===== src/rtl/core/qvls_pkg.sv =====
// ----------------------------------------------------------------------------
// qvls_pkg
// Shared types, codes and character constants of the quoted value list
// splitter.
// ----------------------------------------------------------------------------
package qvls_pkg;

    // Field widths
    localparam int BYTE_W   = 8;
    localparam int PART_W   = 7;
    localparam int ROLE_W   = 2;
    localparam int STATUS_W = 3;
    localparam int CFG_IDX_W  = 2;
    localparam int CFG_DATA_W = 8;

    // Default part limit
    localparam int MAX_PARTS_DEFAULT = 64;

    // Configuration register indexes
    localparam logic [CFG_IDX_W-1:0] CFG_DELIMITER      = 2'd0;
    localparam logic [CFG_IDX_W-1:0] CFG_PARTS_EXPECTED = 2'd1;

    // Configuration reset values
    localparam logic [BYTE_W-1:0] DELIMITER_RESET      = 8'd124;
    localparam logic [PART_W-1:0] PARTS_EXPECTED_RESET = 7'd1;

    // Characters
    localparam logic [BYTE_W-1:0] CHAR_TERM  = 8'h00;
    localparam logic [BYTE_W-1:0] CHAR_QUOTE = 8'h27;
    localparam logic [BYTE_W-1:0] CHAR_X     = 8'h58;
    localparam logic [BYTE_W-1:0] CHAR_N     = 8'h4E;
    localparam logic [BYTE_W-1:0] CHAR_0     = 8'd48;
    localparam logic [BYTE_W-1:0] CHAR_9     = 8'd57;
    localparam logic [BYTE_W-1:0] CHAR_DOT   = 8'h2E;
    localparam logic [BYTE_W-1:0] CHAR_E     = 8'h65;
    localparam logic [BYTE_W-1:0] CHAR_MINUS = 8'h2D;
    localparam logic [BYTE_W-1:0] CHAR_PLUS  = 8'h2B;

    // Null mark: N plus three more bytes
    localparam int NULL_LEN = 4;
    localparam logic [1:0] NULL_FOLLOW = 2'(NULL_LEN - 1);

    // Scan modes, one-hot
    typedef enum logic [8:0] {
        MODE_START    = 9'b000000001,
        MODE_NUM      = 9'b000000010,
        MODE_NUM_SIGN = 9'b000000100,
        MODE_HEX_OPEN = 9'b000001000,
        MODE_LIT      = 9'b000010000,
        MODE_QUOTE    = 9'b000100000,
        MODE_NULLP    = 9'b001000000,
        MODE_AFTER    = 9'b010000000,
        MODE_IGNORE   = 9'b100000000
    } mode_t;

    // Byte roles
    typedef enum logic [ROLE_W-1:0] {
        ROLE_CONTENT = 2'd0,
        ROLE_DELIM   = 2'd1,
        ROLE_TERM    = 2'd2,
        ROLE_IGNORED = 2'd3
    } role_t;

    // Parse status codes
    typedef enum logic [STATUS_W-1:0] {
        ST_RUNNING     = 3'd0,
        ST_ACCEPTED    = 3'd1,
        ST_UNTERM_LIT  = 3'd2,
        ST_BAD_HEX     = 3'd3,
        ST_SHORT_NULL  = 3'd4,
        ST_BAD_NUMBER  = 3'd5,
        ST_WRONG_COUNT = 3'd6
    } status_t;

    // One result item
    typedef struct packed {
        logic [PART_W-1:0] part_number;
        role_t             byte_role;
        logic              part_closed;
        status_t           parse_status;
    } result_t;

endpackage


===== src/rtl/core/quoted_value_list_splitter.sv =====
// ----------------------------------------------------------------------------
// quoted_value_list_splitter
// Splits a zero-terminated byte stream into delimited value parts and gives
// one classified result per byte.
// ----------------------------------------------------------------------------
//  channel  | signals                                         | direction
//  ---------+-------------------------------------------------+----------
//  input    | in_valid, in_stall, text_byte                   | in
//  output   | out_valid, out_stall, part_number, byte_role,   | out
//           | part_closed, parse_status                       |
//  config   | cfg_we, cfg_index, cfg_data                     | in
//
//  One byte per cycle sustained while out_stall stays low; each byte goes
//  from the input register through the scan step into the result register,
//  from which its output transfer is made. The scan state updates in the
//  same cycle a byte moves into the result register. Reset clears the scan
//  state and both valid flags; no clearing pass follows. A stalled output
//  holds its result and backs up into the input register, which then raises
//  in_stall.
// ----------------------------------------------------------------------------
module quoted_value_list_splitter #(
    parameter int MAX_PARTS = qvls_pkg::MAX_PARTS_DEFAULT
) (
    input  logic                             clk,
    input  logic                             rst_n,
    input  logic                             in_valid,
    output logic                             in_stall,
    input  logic [qvls_pkg::BYTE_W-1:0]      text_byte,
    output logic                             out_valid,
    input  logic                             out_stall,
    output logic [qvls_pkg::PART_W-1:0]      part_number,
    output logic [qvls_pkg::ROLE_W-1:0]      byte_role,
    output logic                             part_closed,
    output logic [qvls_pkg::STATUS_W-1:0]    parse_status,
    input  logic                             cfg_we,
    input  logic [qvls_pkg::CFG_IDX_W-1:0]   cfg_index,
    input  logic [qvls_pkg::CFG_DATA_W-1:0]  cfg_data
);

    localparam int CNT_W = $clog2(MAX_PARTS + 1);

    logic                         in_valid_reg;
    logic [qvls_pkg::BYTE_W-1:0]  byte_reg;
    logic                         out_valid_reg;
    qvls_pkg::result_t            result_reg;
    qvls_pkg::result_t            step_result;
    logic [qvls_pkg::BYTE_W-1:0]  delimiter;
    logic [CNT_W-1:0]             part_limit;
    logic                         out_free;
    logic                         step;
    logic                         in_take;

    // Handshake control
    assign out_free = !out_valid_reg || !out_stall;
    assign step     = in_valid_reg && out_free;
    assign in_stall = in_valid_reg && !out_free;
    assign in_take  = in_valid && !in_stall;

    // Configuration registers
    qvls_cfg #(
        .MAX_PARTS (MAX_PARTS)
    ) u_cfg (
        .clk        (clk),
        .rst_n      (rst_n),
        .cfg_we     (cfg_we),
        .cfg_index  (cfg_index),
        .cfg_data   (cfg_data),
        .delimiter  (delimiter),
        .part_limit (part_limit)
    );

    // Scanner
    qvls_scan #(
        .MAX_PARTS (MAX_PARTS)
    ) u_scan (
        .clk        (clk),
        .rst_n      (rst_n),
        .step       (step),
        .text_byte  (byte_reg),
        .delimiter  (delimiter),
        .part_limit (part_limit),
        .result     (step_result)
    );

    // Input register: hold the byte until the step takes it
    always_ff @(posedge clk or negedge rst_n)
    begin
        if (!rst_n)
            in_valid_reg <= 1'b0;
        else if (in_take)
            in_valid_reg <= 1'b1;
        else if (step)
            in_valid_reg <= 1'b0;
    end

    always_ff @(posedge clk)
    begin
        if (in_take)
            byte_reg <= text_byte;
    end

    // Result register: load on a step, drop after the output transfer
    always_ff @(posedge clk or negedge rst_n)
    begin
        if (!rst_n)
            out_valid_reg <= 1'b0;
        else if (step)
            out_valid_reg <= 1'b1;
        else if (!out_stall)
            out_valid_reg <= 1'b0;
    end

    always_ff @(posedge clk)
    begin
        if (step)
            result_reg <= step_result;
    end

    assign out_valid    = out_valid_reg;
    assign part_number  = result_reg.part_number;
    assign byte_role    = result_reg.byte_role;
    assign part_closed  = result_reg.part_closed;
    assign parse_status = result_reg.parse_status;

endmodule


===== src/rtl/core/qvls_cfg.sv =====
// ----------------------------------------------------------------------------
// qvls_cfg
// Configuration registers and the effective part limit.
// ----------------------------------------------------------------------------
module qvls_cfg #(
    parameter int MAX_PARTS = qvls_pkg::MAX_PARTS_DEFAULT
) (
    input  logic                             clk,
    input  logic                             rst_n,
    input  logic                             cfg_we,
    input  logic [qvls_pkg::CFG_IDX_W-1:0]   cfg_index,
    input  logic [qvls_pkg::CFG_DATA_W-1:0]  cfg_data,
    output logic [qvls_pkg::BYTE_W-1:0]      delimiter,
    output logic [$clog2(MAX_PARTS+1)-1:0]   part_limit
);

    localparam int CNT_W = $clog2(MAX_PARTS + 1);
    localparam int LIM_W = (CNT_W > qvls_pkg::PART_W) ? CNT_W : qvls_pkg::PART_W;

    logic [qvls_pkg::BYTE_W-1:0] delimiter_reg;
    logic [qvls_pkg::PART_W-1:0] parts_expected_reg;
    logic [LIM_W-1:0]            expected_ext;

    // Write the addressed register, drop writes beyond the list
    always_ff @(posedge clk or negedge rst_n)
    begin
        if (!rst_n)
        begin
            delimiter_reg      <= qvls_pkg::DELIMITER_RESET;
            parts_expected_reg <= qvls_pkg::PARTS_EXPECTED_RESET;
        end
        else if (cfg_we)
        begin
            case (cfg_index)
                qvls_pkg::CFG_DELIMITER:
                    delimiter_reg <= cfg_data[qvls_pkg::BYTE_W-1:0];
                qvls_pkg::CFG_PARTS_EXPECTED:
                    parts_expected_reg <= cfg_data[qvls_pkg::PART_W-1:0];
                default:
                    delimiter_reg <= delimiter_reg;
            endcase
        end
    end

    // Clamp the expected count to the limit
    assign expected_ext = LIM_W'(parts_expected_reg);
    assign part_limit   = (expected_ext > LIM_W'(MAX_PARTS)) ? CNT_W'(MAX_PARTS)
                                                             : CNT_W'(expected_ext);
    assign delimiter    = delimiter_reg;

endmodule


===== src/rtl/core/qvls_scan.sv =====
// ----------------------------------------------------------------------------
// qvls_scan
// Scan state and the combinational step that classifies one byte.
// ----------------------------------------------------------------------------
module qvls_scan #(
    parameter int MAX_PARTS = qvls_pkg::MAX_PARTS_DEFAULT
) (
    input  logic                            clk,
    input  logic                            rst_n,
    input  logic                            step,
    input  logic [qvls_pkg::BYTE_W-1:0]     text_byte,
    input  logic [qvls_pkg::BYTE_W-1:0]     delimiter,
    input  logic [$clog2(MAX_PARTS+1)-1:0]  part_limit,
    output qvls_pkg::result_t               result
);

    localparam int CNT_W = $clog2(MAX_PARTS + 1);

    qvls_pkg::mode_t        mode_reg, mode_next;
    logic [1:0]             null_left_reg, null_left_next;
    logic                   decimal_reg, decimal_next;
    logic                   exponent_reg, exponent_next;
    logic [CNT_W-1:0]       parts_reg, parts_next;
    qvls_pkg::status_t      error_reg, error_next;

    logic                   is_term;
    logic                   is_delim;
    logic                   is_quote;
    logic                   run_after;
    logic                   run_start;
    logic                   run_num;
    logic                   do_fail;
    logic                   do_end;
    qvls_pkg::status_t      fail_code;
    qvls_pkg::role_t        fail_role;
    qvls_pkg::status_t      end_code;
    logic [1:0]             null_dec;

    assign is_term  = (text_byte == qvls_pkg::CHAR_TERM);
    assign is_delim = !is_term && (text_byte == delimiter);
    assign is_quote = (text_byte == qvls_pkg::CHAR_QUOTE);
    assign null_dec = null_left_reg - 2'd1;

    // Step one byte through the scanner
    always_comb
    begin
        mode_next      = mode_reg;
        null_left_next = null_left_reg;
        decimal_next   = decimal_reg;
        exponent_next  = exponent_reg;
        parts_next     = parts_reg;
        error_next     = error_reg;

        result.part_number  = qvls_pkg::PART_W'(parts_reg);
        result.byte_role    = qvls_pkg::ROLE_CONTENT;
        result.part_closed  = 1'b0;
        result.parse_status = qvls_pkg::ST_RUNNING;

        run_after = 1'b0;
        run_start = 1'b0;
        run_num   = 1'b0;
        do_fail   = 1'b0;
        do_end    = 1'b0;
        fail_code = qvls_pkg::ST_RUNNING;
        fail_role = qvls_pkg::ROLE_CONTENT;
        end_code  = qvls_pkg::ST_RUNNING;

        // Mode-specific handling
        case (mode_reg)
            qvls_pkg::MODE_START:
                run_start = 1'b1;
            qvls_pkg::MODE_NUM:
                run_num = 1'b1;
            qvls_pkg::MODE_NUM_SIGN:
            begin
                if (text_byte == qvls_pkg::CHAR_MINUS || text_byte == qvls_pkg::CHAR_PLUS)
                    mode_next = qvls_pkg::MODE_NUM;
                else
                    run_num = 1'b1;
            end
            qvls_pkg::MODE_HEX_OPEN:
            begin
                if (is_quote)
                    mode_next = qvls_pkg::MODE_LIT;
                else
                begin
                    do_fail   = 1'b1;
                    fail_code = qvls_pkg::ST_BAD_HEX;
                end
            end
            qvls_pkg::MODE_LIT:
            begin
                if (is_term)
                begin
                    do_end   = 1'b1;
                    end_code = qvls_pkg::ST_UNTERM_LIT;
                end
                else if (is_quote)
                    mode_next = qvls_pkg::MODE_QUOTE;
                else
                    mode_next = qvls_pkg::MODE_LIT;
            end
            qvls_pkg::MODE_QUOTE:
            begin
                if (is_quote)
                    mode_next = qvls_pkg::MODE_LIT;
                else
                    run_after = 1'b1;
            end
            qvls_pkg::MODE_NULLP:
            begin
                if (is_term)
                begin
                    do_end   = 1'b1;
                    end_code = qvls_pkg::ST_SHORT_NULL;
                end
                else
                begin
                    null_left_next = null_dec;
                    mode_next = (null_dec == 2'd0) ? qvls_pkg::MODE_AFTER
                                                   : qvls_pkg::MODE_NULLP;
                end
            end
            qvls_pkg::MODE_AFTER:
                run_after = 1'b1;
            qvls_pkg::MODE_IGNORE:
            begin
                if (is_term)
                begin
                    do_end   = 1'b1;
                    end_code = error_reg;
                end
                else
                begin
                    result.byte_role    = qvls_pkg::ROLE_IGNORED;
                    result.parse_status = error_reg;
                end
            end
            default:
                run_start = 1'b1;
        endcase

        // Close a literal or null mark on the byte that follows it
        if (run_after)
        begin
            parts_next         = parts_next + CNT_W'(1);
            result.part_closed = 1'b1;
            if (is_delim)
            begin
                result.byte_role   = qvls_pkg::ROLE_DELIM;
                result.part_number = qvls_pkg::PART_W'(parts_reg);
                mode_next          = qvls_pkg::MODE_START;
            end
            else
            begin
                mode_next = qvls_pkg::MODE_START;
                run_start = 1'b1;
            end
        end

        // Start a new part
        if (run_start)
        begin
            mode_next = qvls_pkg::MODE_START;
            if (is_term)
            begin
                do_end   = 1'b1;
                end_code = (parts_next == part_limit) ? qvls_pkg::ST_ACCEPTED
                                                      : qvls_pkg::ST_WRONG_COUNT;
            end
            else if (parts_next >= part_limit)
            begin
                do_fail   = 1'b1;
                fail_code = qvls_pkg::ST_WRONG_COUNT;
                fail_role = qvls_pkg::ROLE_IGNORED;
            end
            else
            begin
                // The new part takes the index after any part just closed
                result.part_number = qvls_pkg::PART_W'(parts_next);
                decimal_next  = 1'b0;
                exponent_next = 1'b0;
                if (is_quote)
                    mode_next = qvls_pkg::MODE_LIT;
                else if (text_byte == qvls_pkg::CHAR_X)
                    mode_next = qvls_pkg::MODE_HEX_OPEN;
                else if (text_byte == qvls_pkg::CHAR_N)
                begin
                    null_left_next = qvls_pkg::NULL_FOLLOW;
                    mode_next      = qvls_pkg::MODE_NULLP;
                end
                else if (text_byte == qvls_pkg::CHAR_MINUS)
                    mode_next = qvls_pkg::MODE_NUM;
                else
                    run_num = 1'b1;
            end
        end

        // Advance a number
        if (run_num)
        begin
            if (is_term)
            begin
                parts_next         = parts_next + CNT_W'(1);
                result.part_closed = 1'b1;
                do_end             = 1'b1;
                end_code = (parts_next == part_limit) ? qvls_pkg::ST_ACCEPTED
                                                      : qvls_pkg::ST_WRONG_COUNT;
            end
            else if (is_delim)
            begin
                result.part_number = qvls_pkg::PART_W'(parts_next);
                parts_next         = parts_next + CNT_W'(1);
                result.part_closed = 1'b1;
                result.byte_role   = qvls_pkg::ROLE_DELIM;
                mode_next          = qvls_pkg::MODE_START;
            end
            else if (text_byte inside {[qvls_pkg::CHAR_0:qvls_pkg::CHAR_9]})
                mode_next = qvls_pkg::MODE_NUM;
            else if (text_byte == qvls_pkg::CHAR_DOT && !decimal_next)
            begin
                decimal_next = 1'b1;
                mode_next    = qvls_pkg::MODE_NUM;
            end
            else if (text_byte == qvls_pkg::CHAR_E && !exponent_next)
            begin
                exponent_next = 1'b1;
                mode_next     = qvls_pkg::MODE_NUM_SIGN;
            end
            else
            begin
                do_fail   = 1'b1;
                fail_code = qvls_pkg::ST_BAD_NUMBER;
            end
        end

        // Report an error; a terminator ends the string at once
        if (do_fail)
        begin
            if (is_term)
            begin
                do_end   = 1'b1;
                end_code = fail_code;
            end
            else
            begin
                error_next          = fail_code;
                result.parse_status = fail_code;
                result.byte_role    = fail_role;
                result.part_number  = qvls_pkg::PART_W'(parts_next);
                mode_next           = qvls_pkg::MODE_IGNORE;
            end
        end

        // End the string and clear the scan state
        if (do_end)
        begin
            result.byte_role    = qvls_pkg::ROLE_TERM;
            result.part_number  = qvls_pkg::PART_W'(parts_next);
            result.parse_status = end_code;
            mode_next           = qvls_pkg::MODE_START;
            null_left_next      = 2'd0;
            decimal_next        = 1'b0;
            exponent_next       = 1'b0;
            parts_next          = '0;
            error_next          = qvls_pkg::ST_RUNNING;
        end
    end

    // Update the scan state on each transfer through the step
    always_ff @(posedge clk or negedge rst_n)
    begin
        if (!rst_n)
        begin
            mode_reg      <= qvls_pkg::MODE_START;
            null_left_reg <= 2'd0;
            decimal_reg   <= 1'b0;
            exponent_reg  <= 1'b0;
            parts_reg     <= '0;
            error_reg     <= qvls_pkg::ST_RUNNING;
        end
        else if (step)
        begin
            mode_reg      <= mode_next;
            null_left_reg <= null_left_next;
            decimal_reg   <= decimal_next;
            exponent_reg  <= exponent_next;
            parts_reg     <= parts_next;
            error_reg     <= error_next;
        end
    end

endmodule


===== config.mk =====
export PLATFORM = sky130hd
export DESIGN_NAME = quoted_value_list_splitter
export DESIGN_NICKNAME = d
export VERILOG_FILES = /design/src/rtl/core/qvls_pkg.sv /design/src/rtl/core/quoted_value_list_splitter.sv /design/src/rtl/core/qvls_cfg.sv /design/src/rtl/core/qvls_scan.sv
export SDC_FILE = /design/constraint.sdc
export NUM_CORES = 1
export LEC_CHECK = 0
export BUFFER_PORTS_ARGS = -buffer_cell sky130_fd_sc_hd__buf_2
export CORE_MARGIN = 4
export CORE_UTILIZATION = 61
export DETAILED_ROUTE_END_ITERATION = 8
export PLACE_DENSITY = 0.81
export SYNTH_ARGS = -nofsm -noshare
export SYNTH_HDL_FRONTEND = slang
export SYNTH_SLANG_ARGS = --single-unit

===== constraint.sdc =====
create_clock -name clk -period 5.1 [get_ports clk]
set_clock_uncertainty 0.2 [all_clocks]
set_input_delay 1.02 -clock clk [delete_from_list [all_inputs] [get_ports clk]]
set_output_delay 1.02 -clock clk [all_outputs]
set_load 0.1 [all_outputs]

==> impl_results.md, run 1 <==
* Share of the synthesized area in the top cell type at 0.1878
* Die height at 92.90 um
* Hold Vio Cnt, Final at 0
* Final wirelength at ~12000 um
* Clock Tree Buf Depth at 2
* Worst Max-Slew Pin Slew at 1.072 ns
* H-tree levels at 3
* Initial antenna violation count at 0
* Ys flop type: dfrtp_1
* DR iter-0 viols at 416
* Worst hold path type: reg -> reg
* DRT Pass-1 Iters at 5
* Worst Setup Start Kind: flip-flop
* Max rail drop VDD at 0.2048 mV
* Die width at approximately 93 um
* Slew Limit Fails at 0
* Reg-to-reg critical path endpoint: u_scan.mode_reg[2]
* Synth top area cells: dfrtp_1, edfxtp_1, nand2_1
* Number of flops mapped to enable cells by yosys at 21
* Antenna-violating nets left at 0
* Vias per cell at 6.521
* Crit path DAT at 4.81 ns
* Num Clock Sinks at 61
* CP required at 5.18 ns
* GRT Util Overall at 0.2883
* Ant. Diodes at 0
* Crit path cell chain: or4_1, nor3_4, and3_1, xor2_1, ha_1, nor3b_2, nor4b_1, a211o_1, a211oi_2, o31ai_1, a211oi_2, o21ai_4, buf_4, a311o_1, o21ai_1
* Worst flop-to-flop path startpoint: u_scan.mode_reg[4]
* Worst-Skew Late Latency at 0.35 ns
* Die area at 8630 um^2
* Reg2reg setup slack at about 0.36 ns
* CP top delay family: compound AO/OA/AOI/OAI gates
* Setup crit end: u_scan.mode_reg[2]
* CP Max Fanout at 11
* DRC at 0
* Leakage at 2.021 nW
* Largest net degree at the start of global routing at just over 40
* Hold path start: in_valid_reg
* Worst hold path depth at 1
* CP endpoint kind: flip-flop
* Hpwl dp at 8742 um
* TritonCTS clock tree: done
* Stages on the worst setup path at 15
* Achievable frequency at 211.2 MHz
* Setup CP Type: reg -> reg
* Crit path max-delay cell type: or4_1
* Area growth from synthesis to layout at 13.66%
* Syn_nets at 505
* Gpl congestion at a little under 1
* First-pass GRT wire length at 19580 um
* Worst-path clk slew at 0.07 ns
* Syn avg cell area at 9.276 um^2
* Final period utilization at 0.9284
* IO buf count at 37
* MaxCap Viol Count at 0
* TNS Setup at 0 ns
* Asr flop ratio synth at 0.6557
* Status: finished, final reports clean
* Post-synth top area cell: dfrtp_1
* Cell area after synthesis at 4397 um^2
* Nets@finish at 550
* RSZ-0062 raised after global routing: false
* Cell variety after synth at 84
* Crit path time final at 4.735 ns
* DP Cell Count at approximately 600
* Layout cell share with drive strength beyond 1 at 0.2328
* Per-cell routed wire length at 18.94 um
* # setup viols final at 0
* Core Box Area at 6907 um^2
* Finished Layout Cells at a little over 600
* Post-synthesis sequential area ratio at 0.3731
* Critical path buffers and inverters at 1
* Cells after Synth at 474
* Core Rows at 30
* Grt ovf at 0
* Initial core utilization at 0.6366
* Via total after detailed routing at 4043
* Num CTS Buffers at 9
* Max reg flops at 9
* Yosys reg bits at 61
* Commonest cells in the netlist: nand2_1, dfrtp_1, nor2_1, o21ai_0, a21oi_1
* Count leader, synth: nand2_1
* Worst setup path start: u_scan.mode_reg[4]
* Slew HR at 0.2840
* R2R depth at 15
* I/O Pins at 38
* PwrDens at around 500 nW/um^2
* Root Buffer: clkbuf_8
* Filler Cells Inserted at 564
* Critical Path Max Stage Delay at between 0.6 and 0.7 ns
* Hold_buf cts at 0
* Cell mode on critical path: a211oi_2
* Vias in the first global route at about 4k
* Synth Warn # at 0
kinds of logic after synthesis:
logic type,after synthesis,share of synthesized area
DFF,61,0.3731
and+or+nand+nor,183,0.2220
xor gates and xnor gates,32,0.07314
adders and majority gates,8,0.02277
muxes,18,0.04638
AOI/OAI and AO/OA,130,0.2208
buffers and inverters,42,0.04183
cell usage in the layout, fill, tap and decap left out, drive strengths merged, types with 13 or more instances in the layout:
cell,n
inv,14
dfrtp,33
xor2,14
xnor2,15
a21oi,25
nor2,31
mux2,16
nor3,18
buf,61
nand3,13
o21ai,31
edfxtp,21
nand2,52
what timing repair did:
action / CTS / global route
endpoints found under the hold margin: 0 / 0
setup endpoints to repair: 0 / 12
gates resized for setup: 0 / 2
setup buffers: 0 / 2
routing by layer:
| layer | wire length [um] | global-route usage | share of wire |
|---|---|---|---|
| met5 | 0 | 0 | 0 |
| met2 | 5529 | 0.4571 | 0.47 |
| met3 | 982 | 0.05199 | 0.084 |
| met4 | 299 | 0.1172 | 0.025 |
| met1 | 4932 | 0.3898 | 0.42 |
power breakdown:
part           internal [mW]  leakage, nW  switching (mW)  total (mW)
Sequential             0.639        0.699          0.0852       0.724
Clock                  0.302        0.111           0.202       0.504
Combinational          0.421         1.21           0.869        1.29
Total                   1.36         2.02            1.16        2.52
through the flow:
step	power, mW	cell area, um^2	util	hold slack, ns	setup WS (ns)
6_report	2.518	4997	0.7236	0.2982	0.3650
5_1_grt	2.646	4997	0.7236	0.3251	0.07055
4_1_cts	2.487	4972	0.7199	0.2992	0.2378
3_5_place_dp	1.987	4740	0.6862	0.2824	0.2856
3_3_place_gp	1.965	4740	0.6862	0.2688	0.3622
2_1_floorplan	1.712	4397	-	0.2484	0.5573
worst min-delay path by stage:
stage	end	slack (ns)
3_5_place_dp	out_valid	0.28
6_report	out_valid	0.30
4_1_cts	out_valid	0.30
3_3_place_gp	out_valid	0.27
5_1_grt	u_scan.error_reg[0]	0.33
2_1_floorplan	u_scan.decimal_reg	0.25
cell type report:
class	instances	area (um^2)	share of cell area
clock buffer	10	148.9	0.02979
clock inverter	6	83.83	0.01678
inverter	15	56.30	0.01127
multi-input combinational	371	2582	0.5168
sequential	61	1640	0.3282
tap	96	120.1	0.02404
timing repair buffer	61	365.4	0.07311
Power figures use the tool's default switching activity.
==> run 2: changes to the inputs <==
Settings changed: SETUP_SLACK_MARGIN from default to 0.4, SKIP_CTS_REPAIR_TIMING from default to 1.
==> run 2 against run 1 <==
  * Fmax increased by 4.3%
  * First-iteration DRC count up 7.7%
  * Sequential power grew 0.7%
  * Cell area rose by 3.1%
  * Critical path type unchanged
  * Critical path depth increased by 4
  * Sequential cell count unchanged
  * Non-clock buffer count is 14 higher
  * Wire length rose by 3.8%
  * Die area unchanged
  * Combinational power grew 5%
  * Count of clock-buffer cells in the layout unchanged
  * Via count grew 2.8%
  * Critical endpoint unchanged
==> impl_results.md, run 2 (synthesis results as in run 1) <==
* Status: finished, final reports clean
* Worst Setup Start Kind: flip-flop
* Crit path DAT at 4.62 ns
* Max reg flops at 9
* CP endpoint kind: flip-flop
* Int Power at 1.419 mW
* PwrDens at between 500 and 600 nW/um^2
* Vias per cell at between 6 and 7
* TNS Setup at 0 ns
* Antenna-violating nets left at 0
* Via total after detailed routing at 4158
* Core Rows at 30
* Ant. Diodes at 0
* R2R depth at 19
* H-tree levels at 3
* Clock Tree Buf Depth at 2
* First-pass GRT wire length at 19580 um
* IO buf count at 37
* Core Box Area at slightly below 7000 um^2
* Leakage at between 2 and 2.5 nW
* TritonCTS clock tree: done
* RSZ-0062 raised after global routing: false
* Die width at 92.90 um
* Final core occ at 0.7457
* Initial core utilization at 0.6366
* Crit path time final at 4.540 ns
* GRT Util Overall at 0.2883
* Reg2reg setup slack at 0.56 ns
* Vias in the first global route at 3888
* Logic pwr share at 0.525
* Clk pwr share at 0.195
* Worst flop-to-flop path startpoint: u_scan.mode_reg[4]
* Layout cell share with drive strength beyond 1 at 0.2751
* Slew HR at 0.2735
* Commonest non-fill, non-tap cells in the layout: nand2_1, buf_4, buf_2
* Num CTS Buffers at 9
* Hold Vio Cnt, Final at 0
* Max rail drop VDD at 0.2115 mV
* I/O Pins at 38
* Gpl congestion at 0.9918
* Area growth from synthesis to layout at 17.13%
* Psw at between 1 and 1.5 mW
* Worst Max-Slew Pin Slew at approximately 1.1 ns
* Setup CP Type: reg -> reg
* Fin Hold WS at 0.3009 ns
* Num Clock Sinks at 61
* Worst-Skew Late Latency at 0.36 ns
* Cell mode on critical path: buf_4
* DRT Pass-1 Iters at 5
* Die height at 92.90 um
* Crit path max-delay cell type: or4_4
* Filler Cells Inserted at 549
* Worst setup path start: u_scan.mode_reg[4]
* Grt ovf at 0
* DR iter-0 viols at 448
* Worst-path clk slew at 0.07 ns
* Sw Ratio at 0.4537
* Root Buffer: clkbuf_8
* Hpwl dp at 8742 um
* Die area at 8630 um^2
* Final wirelength at between 10000 and 15000 um
* MaxCap Viol Count at 0
* DRC at 0
* # setup viols final at 0
* Worst hold path type: reg -> reg
* Largest net degree at the start of global routing at 41
* Initial antenna violation count at 0
* CP Max Fanout at 10
* Crit path cell chain: or4_4, nor3_4, buf_4, nand2_2, xnor2_2, inv_1, ha_1, nand2b_1, a21o_1, nor2_1, a31o_2, o31a_1, buf_4, a31oi_4, buf_4, o21ai_4, buf_4, a311o_1, o21ai_1
* Slew Limit Fails at 0
* Sequential power share at 0.281
* Setup crit end: u_scan.mode_reg[2]
* Achievable frequency at 220.3 MHz
* Per-cell routed wire length at 19.22 um
* Worst hold path depth at 1
* Reg-to-reg critical path endpoint: u_scan.mode_reg[2]
* Nets@finish at 564
* Most common cell after layout, fill and taps aside: nand2_1
* Critical Path Max Stage Delay at 0.58 ns
* Final period utilization at 0.8902
* CP required at 5.18 ns
run 2: cell count changes in the layout (fill, tap and decap cells not counted), sizes merged:
cell / before / now
buf: 61 / 75
run 2: metal layers:
| layer | vias to the layer above | routed length [um] | GRT usage | share of wire |
|---|---|---|---|---|
| li1 | 1885 | - | - | - |
| met1 | 1956 | 4957 | 0.3898 | 0.41 |
| met2 | 273 | 5766 | 0.4571 | 0.47 |
| met3 | 44 | 1087 | 0.05199 | 0.089 |
| met4 | 0 | 376 | 0.1172 | 0.031 |
| met5 | - | 0 | 0 | 0 |
run 2: layout make-up:
type | instances | area (um^2) | share of cell area
Clock inverter | 6 | 83.83 | 0.01628
Inverter | 15 | 56.30 | 0.01093
Clock buffer | 10 | 148.9 | 0.02891
Multi-Input combinational cell | 371 | 2628 | 0.5102
Sequential cell | 61 | 1643 | 0.3190
Timing Repair Buffer | 75 | 470.5 | 0.09135
Tap cell | 96 | 120.1 | 0.02332
run 2: worst min-delay path by stage:
stage                              from                   to  slack, ns
global placement           in_valid_reg            out_valid       0.27
CTS                        in_valid_reg            out_valid       0.30
finish                     in_valid_reg            out_valid       0.30
floorplan            u_scan.decimal_reg   u_scan.decimal_reg       0.25
global route        u_scan.error_reg[0]  u_scan.error_reg[0]       0.33
detailed placement         in_valid_reg            out_valid       0.28
run 2: stage by stage:
step | instances | setup WS (ns) | area (um^2) | power, mW
2_1_floorplan | 474 | 0.5573 | 4397 | 1.712
3_3_place_gp | 602 | 0.3622 | 4740 | 1.965
3_5_place_dp | 602 | 0.2856 | 4740 | 1.987
4_1_cts | 618 | 0.2378 | 4972 | 2.487
5_1_grt | 634 | 0.3816 | 5150 | 2.727
6_report | 634 | 0.5599 | 5150 | 2.598
run 2: worst max-delay path: cells and delay by family (launching register included):
kind                     cells  cell delay, ns
flip-flops                   1            0.47
AND/OR/NAND/NOR              5            1.10
XOR/XNOR                     1            0.20
AO/OA/AOI/OAI                7            1.42
buffers and inverters        5            0.75
adder cells (fa/ha/maj)      1            0.30
run 2: power by group through the flow:
stage	combinational, mW	sequential (mW)	clock, mW
after floorplan	0.753	0.959	0
after global placement	1.24	0.730	0
after detailed placement	1.25	0.732	0
after CTS	1.26	0.724	0.502
after global routing	1.46	0.740	0.526
final	1.36	0.729	0.505
==> run 3: changes to the inputs <==
--- a/config.mk
+++ b/config.mk
@@ -8,5 +8,5 @@
 export BUFFER_PORTS_ARGS = -buffer_cell sky130_fd_sc_hd__buf_2
 export CORE_MARGIN = 4
-export CORE_UTILIZATION = 61
+export CORE_UTILIZATION = 60
 export DETAILED_ROUTE_END_ITERATION = 8
 export PLACE_DENSITY = 0.81
@@ -15,3 +15,4 @@
 export SYNTH_ARGS = -nofsm -noshare
 export SYNTH_HDL_FRONTEND = slang
+export SYNTH_HIERARCHICAL = 1
 export SYNTH_SLANG_ARGS = --single-unit
--- a/constraint.sdc
+++ b/constraint.sdc
@@ -3,3 +3,3 @@
 set_input_delay 1.02 -clock clk [delete_from_list [all_inputs] [get_ports clk]]
 set_output_delay 1.02 -clock clk [all_outputs]
-set_load 0.1 [all_outputs]
+set_load 0.01 [all_outputs]
==> run 3 against run 2 <==
  * Worst setup slack got worse by 0.037 ns
  * Sequential cell count did not move
  * Largest power group unchanged
  * Non-clock buffer count fell by 14
  * Cell count fell by 12%
  * Critical path type unchanged
  * Sequential share of layout area rose by 3.0 points
  * Via count fell by 15%
==> impl_results.md, run 3 <==
* H-tree levels at 3
* PwrDens at 424.5 nW/um^2
* GRT Util Overall at 0.2481
* Via total after detailed routing at 3535
* CP Max Fanout at 8
* Die width at 90.16 um
* Achievable frequency at about 220 MHz
* Post-synth top area cell: dfrtp_1
* Root Buffer: clkbuf_8
* Pre-CTS WS at 0.2098 ns
* Most common cell after layout, fill and taps aside: buf_2
* Hold worst-path end: u_cfg/expected_ext[4]
* Leakage at between 1.5 and 2 nW
* Core Rows at 29
* Largest net degree at the start of global routing at about 40
* RSZ-0062 raised after global routing: false
* Crit path cell chain: or4b_4, o311ai_4, a21oi_4, a31oi_2, a41oi_4, inv_1, ha_1, and3_1, a221oi_2, o21a_1, buf_4, o211a_1, o211a_4, nor3_1, a21o_1, a221o_1
* Slew HR at 0.2179
* Initial antenna violation count at 0
* First-pass GRT wire length at about 16000 um
* Final period utilization at 0.8975
* Worst flop-to-flop path startpoint: byte_reg[4]
* Vias per cell at around 6.4
* Worst Max-Slew Pin Slew at 1.157 ns
* Nets@finish at 506
* Ant. Diodes at 0
* Area growth from synthesis to layout at 15.94%
* Finished Layout Cells at around 560
* Antenna-violating nets left at 0
* Commonest cells in the netlist: nor2_1, dfrtp_1, nand2_1, xnor2_1, o21ai_0
* # setup viols final at 0
* Critical Path Max Stage Delay at ~0.60 ns
* DR iter-0 viols at ~370
* I/O Pins at 38
* Ys flop type: dfrtp_1
* Synth top area cells: dfrtp_1, edfxtp_1, xnor2_1
* Yosys reg bits at 61
* CP endpoint kind: flip-flop
* Worst hold path depth at 1
* Final setup margin at roughly 0.52 ns
* R2R depth at 16
* Crit path max-delay cell type: or4b_4
* Vias in the first global route at 3349
* CP required at 4.98 ns
* Num CTS Buffers at 9
* Syn_nets at between 400 and 500
* Worst hold path type: reg -> reg
* Worst-path clk slew at 0.07 ns
* TNS Setup at 0 ns
* Max rail drop VDD at roughly 0.22 mV
* Syn avg cell area at 9.575 um^2
* Num Clock Sinks at 61
* Per-cell routed wire length at 17.81 um
* Clock Tree Buf Depth at 2
* Post-synthesis sequential area ratio at 0.4050
* Gpl congestion at 0.9254
* DRC at 0
* Asr flop ratio synth at 0.6557
* Hold Vio Cnt, Final at 0
* Final wirelength at 9886 um
* Setup CP Type: reg -> reg
* DP Cell Count at 537
* Die height at between 90 and 100 um
* Share of the synthesized area in the top cell type at 0.2039
* MaxCap Viol Count at 0
* Crit path time final at 4.577 ns
* Cells after Synth at 423
* Cell variety after synth at 76
* Layout cell share with drive strength beyond 1 at 0.2762
* DRT Pass-1 Iters at 5
* Initial core utilization at 0.6271
* Status: finished, final reports clean
* Reg2reg setup slack at 0.52 ns
* Synth Warn # at 6
* Hold path start: u_cfg/expected_ext[4]
* IO buf count at 37
* Commonest non-fill, non-tap cells in the layout: buf_2, nor2_1, dfrtp_1, nand2_1, xnor2_1
* PnR Total Power at 1.994 mW
* TritonCTS clock tree: done
* Die area at 8129 um^2
* Max reg flops at 9
* Core Box Area at about 6500 um^2
* Hpwl dp at 7103 um
* Worst setup path start: byte_reg[4]
* Final core occ at 0.7270
* Worst Setup Start Kind: flip-flop
* Slew Limit Fails at 0
* Count leader, synth: nor2_1
* Reg-to-reg critical path endpoint: part_number[1]
* Crit path DAT at 4.46 ns
* Number of flops mapped to enable cells by yosys at 21
* Cell area after synthesis at around 4100 um^2
* Grt ovf at 0
* Worst-Skew Late Latency at approximately 0.34 ns
## run 3: changes by cell type after synthesis, sizes merged, moves of 6 or more
cell | before | now
o21ai | 31 | 25
a211oi | 8 | 1
or3 | 6 | 0
xnor2 | 15 | 29
buf | 11 | 5
nand2 | 52 | 33
inv | 14 | 22
xor2 | 14 | 8
## run 3: how the worst max path moves through the flow
stage | endpoint | slack [ns]
4_1_cts | part_number[1] | 0.18
3_3_place_gp | part_number[1] | 0.36
6_report | part_number[1] | 0.52
3_5_place_dp | part_number[1] | 0.21
2_1_floorplan | part_number[1] | 0.42
5_1_grt | part_number[1] | 0.40
## run 3: stage by stage
stage | cell area (um^2) | hold WS [ns]
2_1_floorplan | 4058 | 0.2447
3_3_place_gp | 4405 | 0.2635
4_1_cts | 4611 | 0.3004
6_report | 4696 | 0.2967
5_1_grt | 4696 | 0.3056
3_5_place_dp | 4405 | 0.2853
## run 3: cells by family (layout without fill, tap and decap cells)
kind of cell    Yosys count  count (layout)  synth area share
compound gates          102             102            0.1863
simple gates            152             152            0.2051
xor+xnor                 37              37           0.08001
flops                    61              61            0.4050
fa+ha+maj                10              10           0.03089
buf+inv                  44              99           0.04572
mux                      17              17           0.04696
## run 3: routing by layer
| layer | up-vias | wire, um | GRT usage |
|---|---|---|---|
| met5 | - | 0 | 0 |
| met4 | 0 | 217 | 0.07270 |
| met3 | 30 | 840 | 0.05509 |
| met2 | 186 | 4585 | 0.3883 |
| met1 | 1667 | 4242 | 0.3461 |
| li1 | 1652 | - | - |
## run 3: power by group
| group | internal, mW | total (mW) | switching [mW] |
|---|---|---|---|
| Clock | 0.243 | 0.430 | 0.187 |
| Combinational | 0.376 | 0.859 | 0.483 |
| Sequential | 0.630 | 0.704 | 0.0740 |
## run 3: cell type report
class / instances / area [um^2]
multi-input cells: 318 / 2306
clock inverters: 3 / 15.01
fillers: 489 / 1763
clock buffers: 13 / 190.2
flip-flops and latches: 61 / 1640
inverters: 22 / 82.58
well taps: 77 / 96.34
repair buffers: 61 / 365.4
## run 3: worst max-delay path: cells and delay by family, from the launching register on
kind / cells / cell delay, ns
AO/OA/AOI/OAI: 10 / 2.25
flip-flops: 1 / 0.39
AND/OR/NAND/NOR: 3 / 0.94
adder cells (fa/ha/maj): 1 / 0.24
buffers and inverters: 2 / 0.28
